## src/rtl/core/mf_pkg.sv

```systemverilog
package mf_pkg;

    // field widths fixed by the interface
    localparam int PIX_W     = 8;
    localparam int CFG_W     = 13;
    localparam int RB_IN_W   = 12;
    localparam int RC_W      = 13;
    localparam int OUT_ROW_W = 12;

    // register defaults and limits
    localparam int ROW_BYTES_RESET = 640;
    localparam int ROW_COUNT_RESET = 480;
    localparam int ROW_COUNT_MAX   = 4096;

    // register indexes
    localparam logic CFG_ROW_BYTES = 1'b0;
    localparam logic CFG_ROW_COUNT = 1'b1;

    // request kinds
    localparam logic ACT_PIXEL = 1'b0;
    localparam logic ACT_DRAIN = 1'b1;

    typedef logic [PIX_W-1:0] pix_t;

    // per-request control travelling down the pipeline
    typedef struct packed {
        logic emit;
        logic shift;
        logic drain;
        logic inner;
        logic last;
        pix_t pix;
    } tok_t;

endpackage

```

## src/rtl/core/mf_col_cell.sv

```systemverilog
module mf_col_cell #(
    parameter int SIDE = 7
) (
    input  logic        clk,
    input  logic        shift,
    input  mf_pkg::pix_t col_in  [SIDE],
    output mf_pkg::pix_t col_out [SIDE]
);

    mf_pkg::pix_t col_reg [SIDE];

    // one window column, handed on to the next cell on each shift
    always_ff @(posedge clk)
    begin
        if (shift)
        begin
            col_reg <= col_in;
        end
    end

    assign col_out = col_reg;

endmodule

```

## config.mk

```make
export PLATFORM = sky130hd
export DESIGN_NAME = mf_col_cell
export DESIGN_NICKNAME = d
export VERILOG_FILES = /design/src/rtl/core/mf_pkg.sv /design/src/rtl/core/mf_col_cell.sv
export SDC_FILE = /design/constraint.sdc
export NUM_CORES = 1
export LEC_CHECK = 0
export BUFFER_PORTS_ARGS = -buffer_cell sky130_fd_sc_hd__buf_4
export CAP_MARGIN = 0
export CORE_MARGIN = 5
export CORE_UTILIZATION = 30
export DETAILED_ROUTE_END_ITERATION = 8
export PLACE_DENSITY = 0.63
export SKIP_CTS_REPAIR_TIMING = 1
export SLEW_MARGIN = 5
export SYNTH_ARGS = -nofsm -noshare
export SYNTH_HDL_FRONTEND = slang
export SYNTH_SLANG_ARGS = --single-unit
```

## constraint.sdc

```tcl
create_clock -name clk -period 0.8 [get_ports clk]
set_input_delay 0.08 -clock clk [delete_from_list [all_inputs] [get_ports clk]]
set_output_delay 0.08 -clock clk [all_outputs]
set_load 0.01 [all_outputs]
```

Word-level counts from Yosys, hierarchy flattened
Cells that the tools add are included.
{"block": "totals", "regBits": 56, "inputBits": 58, "output_inout_bits": 56}

Depth between registers and ports, before layout
Gate-level depths: netlist of the first run.
{"block": "logic_depth", "word_depth": 0, "ltp_mapped": 0}

Worst setup path before layout of the first run
No wires, ideal clock.
{"block": "synth_timing", "path_kind": "register to output", "start": "reg col_reg, in the netlist col_out[0]", "end": "out col_out[0] (netlist name)", "arrival_ns": 0.394, "n_path_buf": 0, "path_slack_ns": 0.326, "required_ns": 0.720, "path_stages_with_launch": 1, "path_cell_list": "edfxtp_1"}
{"element": "start: declaration", "line_no": "mf_col_cell.sv:10", "source": "mf_pkg::pix_t col_reg [SIDE];"}
{"element": "start signal: assignment", "line_no": "mf_col_cell.sv:17", "source": "col_reg <= col_in;"}
{"element": "end: declaration", "line_no": "mf_col_cell.sv:7", "source": "output mf_pkg::pix_t col_out [SIDE]"}
No word-level cell between the ends.

Worst setup path after layout of the first run
{"block": "layout_timing", "start": "reg col_reg, in the netlist col_out[45]", "end": "out col_out[45] (netlist name)"}
No word-level cell between the ends.

==> results of run 1 <==
## power breakdown
group | switching, mW | leakage [nW] | internal (mW)
combinational | 0.352 | 0.865 | 0.743
sequential | 0.0991 | 0.548 | 3.49
clock | 0.827 | 0.0388 | 0.609
total | 1.28 | 1.45 | 4.84
## routing by layer
| metal | vias up | part of all wire |
|---|---|---|
| li1 | 585 | - |
| met1 | 572 | 0.35 |
| met2 | 79 | 0.52 |
| met3 | 6 | 0.11 |
| met4 | 0 | 0.014 |
| met5 | - | 0 |
## through the flow
stage,TNS [ns],power [mW],hold slack (ns),instance area (µm²)
2_1_floorplan,0,3.74,0.179,1680
3_3_place_gp,0,4.38,0.258,2690
3_5_place_dp,0,4.40,0.259,2690
4_1_cts,-6.53,5.82,-0.0614,2770
5_1_grt,-8.31,6.39,0.186,3500
6_report,-5.80,6.12,0.195,3500
## placed cells by master (no fill, tap or decap)
master	count
buf_12	3
buf_4	70
clkinv_1	1
clkinvlp_4	1
dlygate4sd3_1	56
clkbuf_1	1
clkbuf_8	5
buf_6	44
edfxtp_1	56
## path summary, 6_finish.rpt
path / from / end / slack [ns] / depth (start not counted)
worst max-delay path: col_out[45] / col_out[45] / -0.14 / 1
worst min-delay path: shift / col_out[20] / 0.20 / 2
## cell type report
type / instances / area share
tap: 72 / 0.0258
clock inverter: 2 / 0.00322
sequential: 56 / 0.481
clock buffer: 6 / 0.0208
timing repair buffer: 173 / 0.469
## cells by family (layout without fill, tap and decap cells)
| family | Yosys count | in the layout | synth area share |
|---|---|---|---|
| DFF | 56 | 56 | 1.00 |
| buffers and inverters | 0 | 181 | 0 |
==> metrics.md, run 1 <==
| Metric | Value |
|---|---|
| Max-Cap Viols | `0` |
| Delay-heaviest family, CP | `flip-flops` |
| Final min period | `0.939 ns` |
| Drt initial violations | `34` |
| Syn nets | `114` |
| Clock slew seen by the registers of the worst setup and hold paths | `approximately 0.090 ns` |
| Leak Pwr | `~1.5 nW` |
| Main synth FF type | `edfxtp_1` |
| Initial Utilization | `0.307` |
| I/O Pins | `114` |
| Worst-case clock buffer depth | `2` |
| Synth area leaders | `edfxtp_1 100%` |
| CTS tree | `yes` |
| WL final | `4500 µm` |
| H-Tree Depth | `2` |
| Unrepaired setup endpoints after global routing | `yes` |
| Status | `complete, but fails checks` |
| Transition time of the tightest slew-check pin | `roughly 0.11 ns` |
| Clock Tree Root | `clkbuf_8` |
| Crit path DAT | `about 0.86 ns` |
| Worst path bufs/invs | `1` |
| Layer with the highest usage | `met2` |
| Final setup viols | `56` |
| DR vias/cell | `roughly 4` |
| Multi-input gates | `0` |
| Die area | `~7200 µm²` |
| Num CTS Buffers | `5` |
| FILL cells | `406` |
| Place WS | `between 0.09 and 0.1 ns` |
| DRC | `0` |
| Crit path capture type | `output port` |
| Avg Cell Area, Syn | `about 30 µm²` |
| Synth top cells by count | `56 x edfxtp_1` |
| Register area share after synthesis | `1.00` |
| Crit-path slowest cell | `edfxtp_1` |
| Layout cell share with drive strength beyond 1 | `0.519` |
| Final worst path period share | `1.17` |
| Slew Limit Headroom | `0.928` |
| Yosys top cell area share | `1.00` |
| Core Region | `~5500 µm²` |
| Die W | `84.9 µm` |
| Non-Filler Instances | `approximately 310` |
| GR Util met2 | `0.190` |
| GRT met3 Usage | `0.0709` |
| WP data required | `between 0.7 and 0.8 ns` |
| Violated checks | `negative setup slack` |
| Max reg flops | `between 50 and 60` |
| I/O Buffers | `between 100 and 150` |
| Clock sink total | `56` |
| Final Hold Viols | `0` |
| Pwr Density | `approximately 1700 nW/µm²` |
| Placer Congestion | `roughly 0.75` |
| Met1 Use GR | `0.108` |
| Global-route wire length before repair | `around 6000 µm` |
| Reg area | `around 1700 µm²` |
| DR WL/cell | `14.5 µm` |
| #FFs+latches synth | `56` |
| Max incr delay on CP | `roughly 0.42 ns` |
| Critical-path cell list | `buf_6` |
| Pin count of the biggest net entering global routing | `21` |
| Num rows | `27` |
| Leading area contributor after synthesis | `edfxtp_1` |
| Antenna violations before repair | `0` |
| GR Overflow Total | `0` |
| Nets@finish | `294` |
| Setup CP Type | `register to output port` |
| Final Worst Setup Slack | `-0.139 ns` |
| Die Y | `84.9 µm` |
| Dpl cells | `roughly 250` |
| First drt pass iteration count | `4` |
| EDFF count, synth | `56` |
| Final Util | `0.639` |
| Syn Inst Count | `56` |
| Antenna viol nets, final | `0` |
| Hold Path Class | `input port to register` |
| Via count | `around 1,200` |
| Worst-path fanout max | `1` |
| Vias in the first global route | `1,154` |
| Final Max Tran Viols | `0` |
| Antenna diode count | `0` |
| Syn. warnings | `0` |
| CP Launch Type | `register` |
| Most numerous cell in the Yosys netlist | `edfxtp_1` |
| Synth cell types | `1` |
| Gr usage total | `0.109` |
| Cell Area, Synth | `between 1500 and 2000 µm²` |
| Post-synth ARST share | `0` |
| Max IR drop VDD | `roughly 1300 µV` |
| P&R area growth vs syn | `108%` |
| Multi-input gate area | `0 µm²` |
| FMAX | `1.06 GHz` |
Power figures use the tool's default switching activity.
==> run 2: changes to the inputs <==
- CORE_MARGIN: 5 -> not set
- PLACE_DENSITY: 0.63 -> 0.6
- TNS_END_PERCENT: not set -> 1
==> run 2 against run 1 <==
The run still ends with negative setup slack left. Combinational power about the same. Flip-flop and latch count unchanged. Critical path type unchanged. Non-clock buffer count fell by 2. Global-route usage fell by 0.26 points. Worst setup slack gained 0.0037 ns. Cell count shrank 1.6%. Critical path depth stayed put.
==> metrics.md, run 2 (synthesis results as in run 1) <==
| Metric | Value |
|---|---|
| Most frequent cells in the layout | `74 x buf_4, 56 x edfxtp_1, 56 x dlygate4sd3_1` |
| DP Area | `2660 µm² (-1.1%)` |
| Sw Share | `0.209 (about the same)` |
| Leak Pwr | `1.43 nW (-1.4%)` |
| Max incr delay on CP | `0.40 ns (-0.02 ns)` |
| Crit-path slowest cell | `edfxtp_1` |
| Max-Cap Viols | `0 (unchanged)` |
| CP Launch Type | `register` |
| Initial Utilization | `0.321 (+0.0138)` |
| DR vias/cell | `4.06 (+0.99%)` |
| Multi-input gate area | `0 µm² (unchanged)` |
| Layout cell share with drive strength beyond 1 | `0.513 (-0.00617)` |
| Antenna viol nets, final | `0 (unchanged)` |
| Nets@finish | `292 (-0.68%)` |
| First drt pass iteration count | `2 (-2)` |
| Antenna diode count | `0 (unchanged)` |
| DR WL/cell | `14.1 µm (-2.9%)` |
| Non-Filler Instances | `304 (-1.6%)` |
| Core Region | `5240 µm² (-4.3%)` |
| Dpl cells | `241 (-1.6%)` |
| Clock slew seen by the registers of the worst setup and hold paths | `0.09 ns (about the same)` |
| Transition time of the tightest slew-check pin | `0.162 ns (+0.0543 ns)` |
| Die Y | `76.9 µm (-9.4%)` |
| H-Tree Depth | `2 (unchanged)` |
| Die W | `76.9 µm (-9.4%)` |
| FILL cells | `342 (-16%)` |
| DRC | `0 (unchanged)` |
| Clock sink total | `56 (unchanged)` |
| CTS tree | `yes` |
| Final non-filler cell area | `3440 µm² (-1.6%)` |
| Drt initial violations | `45 (+32%)` |
| Final Worst Setup Slack | `-0.135 ns (+0.00373 ns)` |
| Die area | `5910 µm² (-18%)` |
| Final worst path period share | `1.17 (-0.00466)` |
| Via count | `1,234 (-0.64%)` |
| Hold Path Class | `input port to register` |
| Antenna violations before repair | `0 (unchanged)` |
| GR Overflow Total | `0 (unchanged)` |
| Pin count of the biggest net entering global routing | `31 (+48%)` |
| Worst hold slack | `0.225 ns (+0.0294 ns)` |
| Final Hold Viols | `0 (unchanged)` |
| Slew Limit Headroom | `0.892 (-0.0362)` |
| Total negative slack | `-5.66 ns (+0.137 ns)` |
| Violated checks | `negative setup slack` |
| Max IR drop VDD | `1220 µV (-5.0%)` |
| I/O Pins | `114 (unchanged)` |
| Critical-path cell list | `buf_4` |
| Clock network fraction of total power | `0.231 (-0.004)` |
| Multi-input gates | `0 (unchanged)` |
| Global-route wire length before repair | `4720 µm (-21%)` |
| Final setup viols | `56 (unchanged)` |
| Seq pwr share | `0.592 (+0.006)` |
| Final Max Tran Viols | `0 (unchanged)` |
| Crit path DAT | `0.86 ns (about the same)` |
| Delay-heaviest family, CP | `flip-flops` |
| Pwr Density | `1760 nW/µm² (+0.54%)` |
| Pwr Total | `6.05 mW (-1.1%)` |
| Crit path capture type | `output port` |
| Clock Tree Root | `clkbuf_8` |
| Comb power frac | `0.177 (-0.002)` |
| Most common cell after layout, fill and taps aside | `buf_4` |
| Switch Pwr | `1.26 mW (-1.1%)` |
| Max reg flops | `56 (unchanged)` |
| Setup CP Type | `register to output port` |
| I/O Buffers | `113 (unchanged)` |
| Final min period | `0.935 ns (-0.00373 ns)` |
| WL final | `4290 µm (-4.5%)` |
| Vias in the first global route | `984 (-15%)` |
| Num CTS Buffers | `5 (unchanged)` |
| WP data required | `0.72 ns (about the same)` |
| P&R area growth vs syn | `105%` |
| Unrepaired setup endpoints after global routing | `yes` |
| FMAX | `1.07 GHz (+0.40%)` |
| Placer Congestion | `0.669 (-11%)` |
| Internal power | `4.79 mW (-1.1%)` |
| Status | `complete, but fails checks` |
| Worst-case clock buffer depth | `2 (unchanged)` |
| Worst-path fanout max | `1 (unchanged)` |
| Worst path bufs/invs | `1 (unchanged)` |
| Gr usage total | `0.107 (-0.00257)` |
| Num rows | `26 (-3.7%)` |
==> run 2: layout make-up <==
cell class            instances  area (µm²)  area share
tap                          70        87.6      0.0255
timing repair buffer        171        1600       0.464
clock buffer                  5        68.8      0.0200
clock inverter                2        7.51     0.00218
sequential                   56        1680       0.489
==> run 2: power by group through the flow <==
stage	clock network [mW]	logic [mW]	registers (mW)
2_1_floorplan	0	0	3.74
3_3_place_gp	0	0.732	3.60
3_5_place_dp	0	0.752	3.61
4_1_cts	1.44	0.751	3.55
6_report	1.40	1.07	3.58
5_1_grt	1.56	1.13	3.61
==> run 2: path summary, 6_finish.rpt <==
| path | startpoint | to | slack [ns] | cells past startpoint |
|---|---|---|---|---|
| setup / recovery | col_out[39] | col_out[39] | -0.14 | 1 |
| hold / removal | shift | col_out[54] | 0.22 | 2 |
==> run 2: layer usage <==
metal  track usage  vias to the layer above  routed length, µm
li1              -                      578                  -
met1         0.112                      579               1580
met2         0.176                       73               2290
met3        0.0583                        4                387
met4        0.0462                        0                 37
met5             0                        -                  0
==> run 2: metrics by stage <==
stage | utilization | setup slack (ns)
global placement | 0.507 | 0.104
floorplan | - | 0.326
global route | 0.657 | -0.168
finish | 0.657 | -0.135
detailed placement | 0.507 | 0.0861
CTS | 0.522 | -0.142
