[src/rtl/core/mf_pkg.sv]
package mf_pkg;

    // field widths fixed by the interface
    localparam int PIX_W     = 8;
    localparam int CFG_W     = 13;
    localparam int RB_IN_W   = 12;
    localparam int RC_W      = 13;
    localparam int OUT_ROW_W = 12;

    // register defaults and limits
    localparam int ROW_BYTES_RESET = 640;
    localparam int ROW_COUNT_RESET = 480;
    localparam int ROW_COUNT_MAX   = 4096;

    // register indexes
    localparam logic CFG_ROW_BYTES = 1'b0;
    localparam logic CFG_ROW_COUNT = 1'b1;

    // request kinds
    localparam logic ACT_PIXEL = 1'b0;
    localparam logic ACT_DRAIN = 1'b1;

    typedef logic [PIX_W-1:0] pix_t;

    // per-request control travelling down the pipeline
    typedef struct packed {
        logic emit;
        logic shift;
        logic drain;
        logic inner;
        logic last;
        pix_t pix;
    } tok_t;

endpackage

[src/rtl/core/mf_rank_stage.sv]
module mf_rank_stage #(
    parameter int AREA = 49,
    parameter int KW   = 6,
    parameter int BIT  = 7
) (
    input  logic                clk,
    input  logic                rst_n,
    input  logic                en,
    input  mf_pkg::pix_t        vals_in  [AREA],
    input  logic [AREA-1:0]     mask_in,
    input  logic [KW-1:0]       k_in,
    input  mf_pkg::pix_t        res_in,
    input  mf_pkg::tok_t        tok_in,
    output mf_pkg::pix_t        vals_out [AREA],
    output logic [AREA-1:0]     mask_out,
    output logic [KW-1:0]       k_out,
    output mf_pkg::pix_t        res_out,
    output mf_pkg::tok_t        tok_out
);

    logic [AREA-1:0] bit_set;
    logic [KW-1:0]   ones;
    logic            take_one;
    logic [AREA-1:0] mask_next;
    logic [KW-1:0]   k_next;
    mf_pkg::pix_t    res_next;

    mf_pkg::pix_t    vals_reg [AREA];
    logic [AREA-1:0] mask_reg;
    logic [KW-1:0]   k_reg;
    mf_pkg::pix_t    res_reg;
    mf_pkg::tok_t    tok_reg;

    // count candidates with this bit set
    always_comb
    begin
        ones = '0;
        for (int i = 0; i < AREA; i++)
        begin
            bit_set[i] = vals_in[i][BIT];
            ones = ones + KW'(mask_in[i] & vals_in[i][BIT]);
        end
    end

    // decide this bit of the selected value and narrow the candidates
    always_comb
    begin
        take_one = (k_in < ones);
        res_next = res_in;
        res_next[BIT] = take_one;
        if (take_one)
        begin
            mask_next = mask_in & bit_set;
            k_next    = k_in;
        end
        else
        begin
            mask_next = mask_in & ~bit_set;
            k_next    = k_in - ones;
        end
    end

    always_ff @(posedge clk or negedge rst_n)
    begin
        if (!rst_n)
        begin
            tok_reg <= '0;
        end
        else if (en)
        begin
            tok_reg <= tok_in;
        end
    end

    always_ff @(posedge clk)
    begin
        if (en)
        begin
            vals_reg <= vals_in;
            mask_reg <= mask_next;
            k_reg    <= k_next;
            res_reg  <= res_next;
        end
    end

    assign vals_out = vals_reg;
    assign mask_out = mask_reg;
    assign k_out    = k_reg;
    assign res_out  = res_reg;
    assign tok_out  = tok_reg;

endmodule
[config.mk]
export PLATFORM = sky130hd
export DESIGN_NAME = mf_rank_stage
export DESIGN_NICKNAME = d
export VERILOG_FILES = /design/src/rtl/core/mf_pkg.sv /design/src/rtl/core/mf_rank_stage.sv
export SDC_FILE = /design/constraint.sdc
export NUM_CORES = 1
export LEC_CHECK = 0
export BUFFER_PORTS_ARGS = -buffer_cell sky130_fd_sc_hd__buf_2
export CAP_MARGIN = 5
export CORE_AREA = 2 2 366 368
export CTS_CLUSTER_DIAMETER = 120
export DETAILED_ROUTE_END_ITERATION = 8
export DIE_AREA = 0 0 368 370
export PLACE_DENSITY = 0.35
export SLEW_MARGIN = 25
export SYNTH_ARGS = -nofsm -noshare
export SYNTH_HDL_FRONTEND = slang
export SYNTH_SLANG_ARGS = --single-unit
export TNS_END_PERCENT = 20
[constraint.sdc]
create_clock -name clk -period 0.9 [get_ports clk]
set_input_delay 0.18 -clock clk [delete_from_list [all_inputs] [get_ports clk]]
set_output_delay 0.18 -clock clk [all_outputs]
set_load 0.01 [all_outputs]
* Word-level counts from Yosys, hierarchy flattened *
Cells that the tools add are included.

word-level totals
  bits in registers = 468
  bits of input ports = 471

cells by class
  $add $sub $neg = 49
  order comparisons = 1
  mux-type cells = 2
  bitwise gates (word level) = 52

operator list
  kind                        count
  adder 6 x 1 -> 6 bit        43
  bitwise AND 49 bit          2
  bitwise AND 1 bit           49
  two-way mux 49 bit          1
  inverter 49 bit             1
  adder 5 x 1 -> 6 bit        1
  less-than comparator 6 bit  1
  two-way mux 6 bit           1
  subtractor 6 bit            1
  adder 4 x 1 -> 5 bit        1
  adder 3 x 1 -> 4 bit        1
  adder 2 x 1 -> 3 bit        1
  adder 1 x 1 -> 2 bit        1

* Longest topological paths before layout *
Gate-level depths: netlist (run 1).

  depth in word-level cells = 51
  gate-level depth with buffers = 25
  depth with buffers taken out = 25

* Worst setup path after synthesis (run 1) *
Ideal clock, no wire load.

  kind = input port to flip-flop
  from = input mask_in[0]
  to = register k_reg[4], in the netlist k_out[4], data pin
  setup time = 262 ps
  data arrival time = 6589 ps
  slack = -5951 ps
  cell stages on the path = 20
  buffers on the path = 1
  path through = and2_1 > fa_1 > inv_1 > fa_1 > fa_1 > fa_1 > fa_1 > fa_1 > inv_1 > fa_1 > inv_1 > fa_1 > inv_1 > fa_1 > fa_1 > nand2b_1 > a21o_1 > a21oi_4 > buf_4 > mux2_1

on the way
  longest elaborated chain between the ends = 51

RTL lines
  element                                                         RTL line                                  RTL
  start: declaration                                              mf_rank_stage.sv:10                       input logic [AREA-1:0] mask_in,
  bitwise AND 1 bit (*)                                           mf_rank_stage.sv:41                       ones = ones + KW'(mask_in[i] & vals_in[i][BIT]);
  adder 1 x 1 -> 2 bit (*)                                        mf_rank_stage.sv:41
  adder 2 x 1 -> 3 bit (*)                                        mf_rank_stage.sv:41
  adder 3 x 1 -> 4 bit (*)                                        mf_rank_stage.sv:41
  adder 4 x 1 -> 5 bit (*)                                        mf_rank_stage.sv:41
  adder 5 x 1 -> 6 bit (*)                                        mf_rank_stage.sv:41
  adder 6 x 1 -> 6 bit (*) (43 in a row)                          mf_rank_stage.sv:41
  subtractor 6 bit or less-than comparator 6 bit (tied branches)  mf_rank_stage.sv:59, mf_rank_stage.sv:48
  two-way mux 6 bit (*)                                           mf_rank_stage.sv:51                       if (take_one)
  via k_next[4]                                                   mf_rank_stage.sv:25                       logic [KW-1:0] k_next;
  end signal: assignment                                          mf_rank_stage.sv:81                       k_reg <= k_next;
  end: declaration                                                mf_rank_stage.sv:30                       logic [KW-1:0] k_reg;

Mark *: on every way through the listed nets, which the timed path passes. The rest lies on a longest branch.
A chain may end at the register's enable or synchronous reset.

* Worst setup path in the final report (run 1) *
  from = input vals_in[383] (netlist name)
  to = register mask_reg[13], in the netlist mask_out[13], data pin

on the way
  longest elaborated chain between the ends = 51

RTL lines
  element                             RTL line             RTL
  start: declaration                  mf_rank_stage.sv:9   input mf_pkg::pix_t vals_in [AREA],
  bitwise AND 1 bit                   mf_rank_stage.sv:41
  adder 1 x 1 -> 2 bit                mf_rank_stage.sv:41
  adder 2 x 1 -> 3 bit                mf_rank_stage.sv:41
  adder 3 x 1 -> 4 bit                mf_rank_stage.sv:41
  adder 4 x 1 -> 5 bit                mf_rank_stage.sv:41
  adder 5 x 1 -> 6 bit                mf_rank_stage.sv:41
  adder 6 x 1 -> 6 bit (43 in a row)  mf_rank_stage.sv:41
  less-than comparator 6 bit          mf_rank_stage.sv:48  take_one = (k_in < ones);
  via take_one                        mf_rank_stage.sv:23  logic take_one;
  two-way mux 49 bit                  mf_rank_stage.sv:51
  via mask_next[13]                   mf_rank_stage.sv:24  logic [AREA-1:0] mask_next;
  end signal: assignment              mf_rank_stage.sv:80  mask_reg <= mask_next;
  end: declaration                    mf_rank_stage.sv:29  logic [AREA-1:0] mask_reg;

The timed path passes the listed nets, and every way through them passes these cells.

==> flow_summary.ini, run 1 <==
[outcome]
outcome = finished, violations left
violations = negative hold slack, negative setup slack

[critical_path]
rr_startpoint = tok_out[4]
worstSetupPathType = input port to flip-flop
crit_slowest_cell = fa_1
cp-end-kind = flip-flop
startpoint_type = input port
cpMostUsedCell = fa_1
worst-r2r-setup-slack_ns = 0.07
r2r_end = tok_out[4]
worstPathRequired_ns = 1.27
path_buf_inv = 8
cpPeakStageDelay_ns = 0.59
cp_max_fo = 8
cp_cell_sequence = buf_6, and2_4, fa_1, inv_2, fa_2, fa_1, fa_1, fa_1, fa_1, inv_2, fa_1, inv_2, fa_2, inv_2, fa_2, fa_2, nand2b_4, a21o_1, a21oi_4, buf_12, buf_16, inv_8, mux2_4
ff2ff_path_depth = 1
cp_top_family = adder cells
worstPathArrival_ns = 6.56

[logic_synthesis]
syn_avg_cell_area_um2 = 21.55
yosys_warnings = 0
synth-seq-area-share_pct = 83.75
synth_cell_types = 30
synth_area_mm2 = 0.01670
synth.area.top_cells = edfxtp_1 82%, fa_1 4.9%, mux2_2 2.2%, dfrtp_1 1.9%, mux2i_1 1.8%
synth_top_area_cell = edfxtp_1
synth_nets = 1302
ys_seq_elements = 468
synth_top_cell_area_share_pct = 81.80
netlist_instances = 775

[timing]
period_share_pct = 686.7
worst_slew_pin_slew_ns = 0.4717
skew_ns = 0
hold_violations = 1
fin_hold_ws_ns = -0.06704
drv_slew = 0
finalSetupViolCount = 563
rsz0062_at_grt = true
tns_ns = -500.58
period_needed_ns = 6.181
max_freq_mhz = 161.8
relSlewSlack_pct = 68.55
setup_ws_ns = -5.281

[pwr]
ir_drop_mv = 4.213
power_mw = 101.0
combinationalPowerShare_pct = 47.3
internal_power_mw = 67.91
clkPwrFrac_pct = 24.0
power_switching_share_pct = 32.73
powerDensity_mw_per_mm2 = 3112
seqPwrFrac_pct = 28.7
p_switching_mw = 33.05
power.leakage_nw = 13.65

[routing]
m1WireLength_um = 31870
ant_nets = 0
wl_met3_um = 9357
dr.pass1.iters = 4
drc = 0
wl_per_cell_um = 20.63
vias_per_cell = 3.245
drtIter0Drc = 492
dr_wl_met2_um = 41250
routed_wl_um = 86460
vias = 13601
topRoutingLayerUsed = met5

[min_path]
hp-class = input port to flip-flop
worstHoldStart = mask_in[45]
whs_endpoint = mask_out[45]
hold_path_depth = 3

[final_layout]
syn2layout_area_growth_pct = 94.22
layout_commonest_cell = buf_2
finalNetCount = 2886
mostFrequentLayoutCells = 835 x buf_2, 479 x dlygate4sd3_1, 455 x edfxtp_1
layout-drive-gt1-share_pct = 50.52
post-route-util_pct = 24.49
finalNonFillerCells = 4191
fill_cells = 13981

[placement]
dp.final_hpwl_um = 68160
finalWeightedCongestion = 0.8554
dp.cells = 3569
port_buffers = 937

[clocking]
cts_tree = yes
clock_latency_ns = 0.63
numCtsBuffers = 59
clock_sinks = 468
root_buffer = clkbuf_16
cts_max_path_buffers = 3
path_clk_slew_ns = 0.06
cts-htree-levels = 2

[die]
dieArea_mm2 = 0.1362
io_pins = 939
chipWidth_um = 368
die_h_um = 370
coreArea_mm2 = 0.1325
num_rows = 134
initial_utilization_pct = 12.61

[grt]
first_global_vias = 14864
grt_max_degree = 40
grt_remaining_overflow = 0
grt_use_total_pct = 12.06
grt_pass1_wl_um = 114500
grt_antenna_before_repair = 38

[flow_run]
max_cap_viol_count = 0
==> cell families (layout without fill, tap and decap cells) <==
kind of cell | after synthesis | count (layout) | share of synthesized area (%)
compound gates | 17 | 17 | 0.7417
other cells | 0 | 14 | 0
fa+ha+maj | 56 | 56 | 6.038
buf+inv | 53 | 1687 | 1.303
flops | 468 | 468 | 83.75
simple gates | 108 | 108 | 3.558
xor+xnor | 6 | 6 | 0.3147
mux | 67 | 67 | 4.292
==> sequential cells by signal, indices dropped and copies added, names as in the netlist <==
register  cells
vals_out    392
mask_out     49
tok_out      13
res_out       8
k_out         6
==> metal layers <==
layer | vias to the layer above | GRT usage, %
li1 | 6120 | -
met1 | 6705 | 13.30
met2 | 617 | 19.98
met3 | 133 | 5.575
met4 | 26 | 5.031
met5 | - | 0.2448
==> worst min-delay path: stages <==
cell and delay [ns]:
buf_2 0.09, nand2b_1 0.05, mux2i_1 0.12
==> cell usage after synthesis <==
library cell and number:
mux2_1 4, a21oi_1 3, a31oi_1 1, nor2_1 5, inv_1 46, a211o_1 1
and2_0 1, ha_1 15, o2111ai_1 1, buf_1 1, o32ai_1 1, edfxtp_1 455
buf_4 5, nor2b_1 22, inv_2 1, and2_1 21, xor2_1 3, o21ai_0 2
a21o_1 5, mux2_2 33, a21oi_4 1, fa_1 41, nand2b_1 29, nand2_1 29
o21ai_1 1, and4b_1 1, mux2i_1 30, a22oi_1 1, xnor2_1 3, dfrtp_1 13
==> area by class of cell <==
class	count	area [µm²]	share of cell area, %
Antenna cell	14	35.03	0.1080
Clock buffer	70	1539	4.744
Clock inverter	41	419.2	1.292
Inverter	47	183.9	0.5670
Multi-Input combinational cell	254	2711	8.358
Sequential cell	468	13990	43.13
Tap cell	1768	2212	6.819
Timing Repair Buffer	1529	11350	34.98
==> through the flow <==
stage                     area, µm²  hold slack, ns  worst slack (ns)
after global routing          32410         -0.1115            -5.421
after floorplan               16780         -0.1156            -5.606
after detailed placement      24580          0.1180            -6.190
after CTS                     32240         -0.1547            -5.271
final                         32440        -0.06704            -5.281
after global placement        24580          0.1189            -6.162
==> timing repair <==
item | in CTS | in global routing
gates cloned | 3 | 1
hold buffers | 479 | 2
setup buffers | 13 | 4
setup endpoints to repair | 524 | 797
endpoints found under the hold margin | 483 | 3
pin swaps | 22 | 11
resized for setup | 216 | 35
==> power by group through the flow <==
| stage | Sequential, mW | Clock [mW] | Combinational (mW) |
|---|---|---|---|
| detailed placement | 29.2 | 0 | 35.1 |
| floorplan | 30.6 | 0 | 18.3 |
| global route | 29.1 | 26.0 | 48.8 |
| global placement | 29.3 | 0 | 35.6 |
| finish | 29.0 | 24.2 | 47.8 |
| CTS | 29.0 | 25.2 | 46.5 |
==> worst max path at each step <==
stage	from	endpoint	slack [ns]	depth (start not counted)
after floorplan	mask_in[23]	mask_out[11]	-5.61	25
after global placement	mask_in[37]	mask_out[31]	-6.16	25
after detailed placement	mask_in[37]	mask_out[41]	-6.19	25
after CTS	mask_in[1]	mask_out[30]	-5.27	22
after global routing	vals_in[383]	mask_out[13]	-5.42	26
final	vals_in[383]	mask_out[13]	-5.28	23
No activity file was read; power rests on OpenSTA's default activity.
==> inputs of run 2 (changes only) <==
--- a/config.mk
+++ b/config.mk
@@ -5,12 +5,14 @@
 export SDC_FILE = /design/constraint.sdc
 export NUM_CORES = 1
 export LEC_CHECK = 0
+export ABC_AREA = 1
 export BUFFER_PORTS_ARGS = -buffer_cell sky130_fd_sc_hd__buf_2
 export CAP_MARGIN = 5
 export CORE_AREA = 2 2 366 368
 export CTS_CLUSTER_DIAMETER = 120
 export DETAILED_ROUTE_END_ITERATION = 8
 export DIE_AREA = 0 0 368 370
+export HOLD_SLACK_MARGIN = 0.06
 export PLACE_DENSITY = 0.35
 export SLEW_MARGIN = 25
 export SYNTH_ARGS = -nofsm -noshare
==> run 2 against run 1 <==
The flow finishes with violations (negative setup slack). Power is 5.0% higher. Non-clock buffer count is 30 higher. Via count is 3.2% higher. Sequential power hardly changed. Combinational power is 11% higher. Critical endpoint is now mask_out[40]. Wire length is 1.2% higher. Worst setup slack better by 0.25 ns. Critical path depth is 9 higher. Largest power group unchanged. Clock skew stayed put. Highest routed layer unchanged. Final area is 1.1% higher. Final cell count is 4.1% higher.
==> flow_summary.ini, run 2 <==
[outcome]
outcome = finished, violations left
violations = negative setup slack

[placement]
finalWeightedCongestion = 0.7632
dp.cells = 3756
dp.final_hpwl_um = 67570
port_buffers = 937
pre_cts_ws_ns = -6.153

[clocking]
clock_sinks = 468
cts_max_path_buffers = 3
root_buffer = clkbuf_16
cts_tree = yes
path_clk_slew_ns = 0.06
cts-htree-levels = 2
clock_latency_ns = 0.62
numCtsBuffers = 60

[die]
coreArea_mm2 = 0.1325
num_rows = 134
dieArea_mm2 = 0.1362
chipWidth_um = 368
die_h_um = 370
io_pins = 939
initial_utilization_pct = 12.64

[critical_path]
cp_top_family = adder cells
cpPeakStageDelay_ns = 0.58
critical_path_depth = 32
cp_max_fo = 7
worst-r2r-setup-slack_ns = 0.11
crit_slowest_cell = fa_1
worstPathArrival_ns = 6.32
worstPathRequired_ns = 1.29
worstSetupPathType = input port to flip-flop
ff2ff_path_depth = 1
startpoint_type = input port
cp-end-kind = flip-flop
cpMostUsedCell = fa_1
path_buf_inv = 12

[final_layout]
post-route-util_pct = 24.77
finalNonFillerCells = 4364
multi_input_area_mm2 = 0.002615
layout-drive-gt1-share_pct = 48.94
fill_cells = 14110
finalNetCount = 3065
seq_area_mm2 = 0.01399
largest_reg_flops = 392
syn2layout_area_growth_pct = 96.02
mostFrequentLayoutCells = 823 x buf_2, 470 x dlygate4sd3_1, 455 x edfxtp_1
layout_commonest_cell = buf_2

[pwr]
clkPwrFrac_pct = 22.7
seqPwrFrac_pct = 27.3
power_switching_share_pct = 36.86
power.leakage_nw = 14.06
internal_power_mw = 66.91
ir_drop_mv = 3.611
combinationalPowerShare_pct = 49.9
powerDensity_mw_per_mm2 = 3229
power_mw = 106.0
p_switching_mw = 39.06

[grt]
grt_pass1_wl_um = 114400
grt_antenna_before_repair = 17
first_global_vias = 14854
grt_remaining_overflow = 0
grt_max_degree = 30
grt_use_total_pct = 11.97

[logic_synthesis]
netlist_instances = 929
synth_nets = 1456
synth.area.top_cells = edfxtp_1 82%, fa_1 4.9%, nand2_1 4.0%, nor2_1 2.2%, dfrtp_1 1.9%
synth_top_cell_area_share_pct = 81.62
synth-edff-count = 455
synth-seq-area-share_pct = 83.56
ys_seq_elements = 468
yosys_warnings = 0
post_synth_most_frequent_cells = 455 x edfxtp_1, 179 x nand2_1, 100 x nor2_1
async_flop_share_pct = 2.778
synth_cell_types = 20
synth_area_mm2 = 0.01674
synth_top_area_cell = edfxtp_1
syn_avg_cell_area_um2 = 18.02
synthFlopType = edfxtp_1
synth_most_common_cell = edfxtp_1

[flow_run]
max_cap_viol_count = 0

[routing]
wl_per_cell_um = 20.05
routed_wl_um = 87500
vias = 14037
ant_nets = 0
drtIter0Drc = 614
vias_per_cell = 3.217
drc = 0
dr.pass1.iters = 4

[timing]
finalSetupViolCount = 707
worst_slew_pin_slew_ns = 0.3352
max_freq_mhz = 168.7
fin_hold_ws_ns = 0.1650
skew_ns = 0
period_share_pct = 658.7
setup_ws_ns = -5.028
hold_violations = 0
rsz0062_at_grt = true
relSlewSlack_pct = 77.58
drv_slew = 0
period_needed_ns = 5.928

[min_path]
hp-class = input port to flip-flop
hold_path_depth = 4
[run 2: through the flow]
step,cell area [µm²],TNS [ns]
global route,32810,-574.54
detailed placement,24800,-420.90
floorplan,16760,-285.74
global placement,24800,-420.00
finish,32810,-527.27
CTS,32010,-655.88
[run 2: path summary, 6_finish.rpt]
kind / startpoint / to
worst max-delay path: vals_in[207] / mask_out[40]
worst min-delay path: k_in[1] / k_out[1]
worst max register to register: tok_out[10] / tok_out[10]
worst min register to register: tok_out[4] / tok_out[4]
max in group asynchronous: rst_n / tok_out[12]
min in group asynchronous: rst_n / tok_out[6]
[run 2: power groups by stage]
stage	Clock, mW	Combinational (mW)	Sequential, mW
final	24.1	52.9	29.0
after global routing	25.9	55.5	29.1
after detailed placement	0	37.9	29.3
after floorplan	0	19.5	30.6
after CTS	25.1	46.2	29.0
after global placement	0	37.2	29.3
[run 2: cell families (layout without fill, tap and decap cells)]
kind of cell	after synthesis	after routing	synth area share, %
AOI/OAI and AO/OA	9	9	0.2690
xor gates and xnor gates	4	4	0.2093
adders and majority gates	56	56	6.024
buffers and inverters	89	1747	2.422
DFF	468	468	83.56
muxes	13	13	0.8745
other	0	9	0
and+or+nand+nor	290	290	6.637
[run 2: final cells by class]
| class | count | share of cell area [%] |
|---|---|---|
| Multi-Input combinational cell | 372 | 7.970 |
| Inverter | 77 | 0.9037 |
| Sequential cell | 468 | 42.63 |
| Tap cell | 1768 | 6.742 |
| Antenna cell | 9 | 0.06864 |
| Clock inverter | 47 | 1.323 |
| Timing Repair Buffer | 1559 | 35.74 |
| Clock buffer | 64 | 4.622 |
[run 2: what timing repair did]
| item | CTS | global route |
|---|---|---|
| hold endpoints to repair | 525 | 0 |
| hold buffers | 471 | 0 |
| setup buffers | 4 | 3 |
| pin swaps | 9 | 16 |
| gates resized for setup | 117 | 225 |
| endpoints found under the setup margin | 524 | 992 |
| gates cloned | 4 | 7 |
[run 2: layer usage]
layer | wire [µm] | share of wire [%] | up-vias | global-route usage, %
li1 | - | - | 6530 | -
met1 | 35390 | 40 | 6856 | 14.12
met2 | 42840 | 49 | 546 | 20.60
met3 | 7288 | 8.3 | 93 | 4.367
met4 | 1893 | 2.2 | 12 | 2.841
met5 | 88 | 0.10 | - | 0
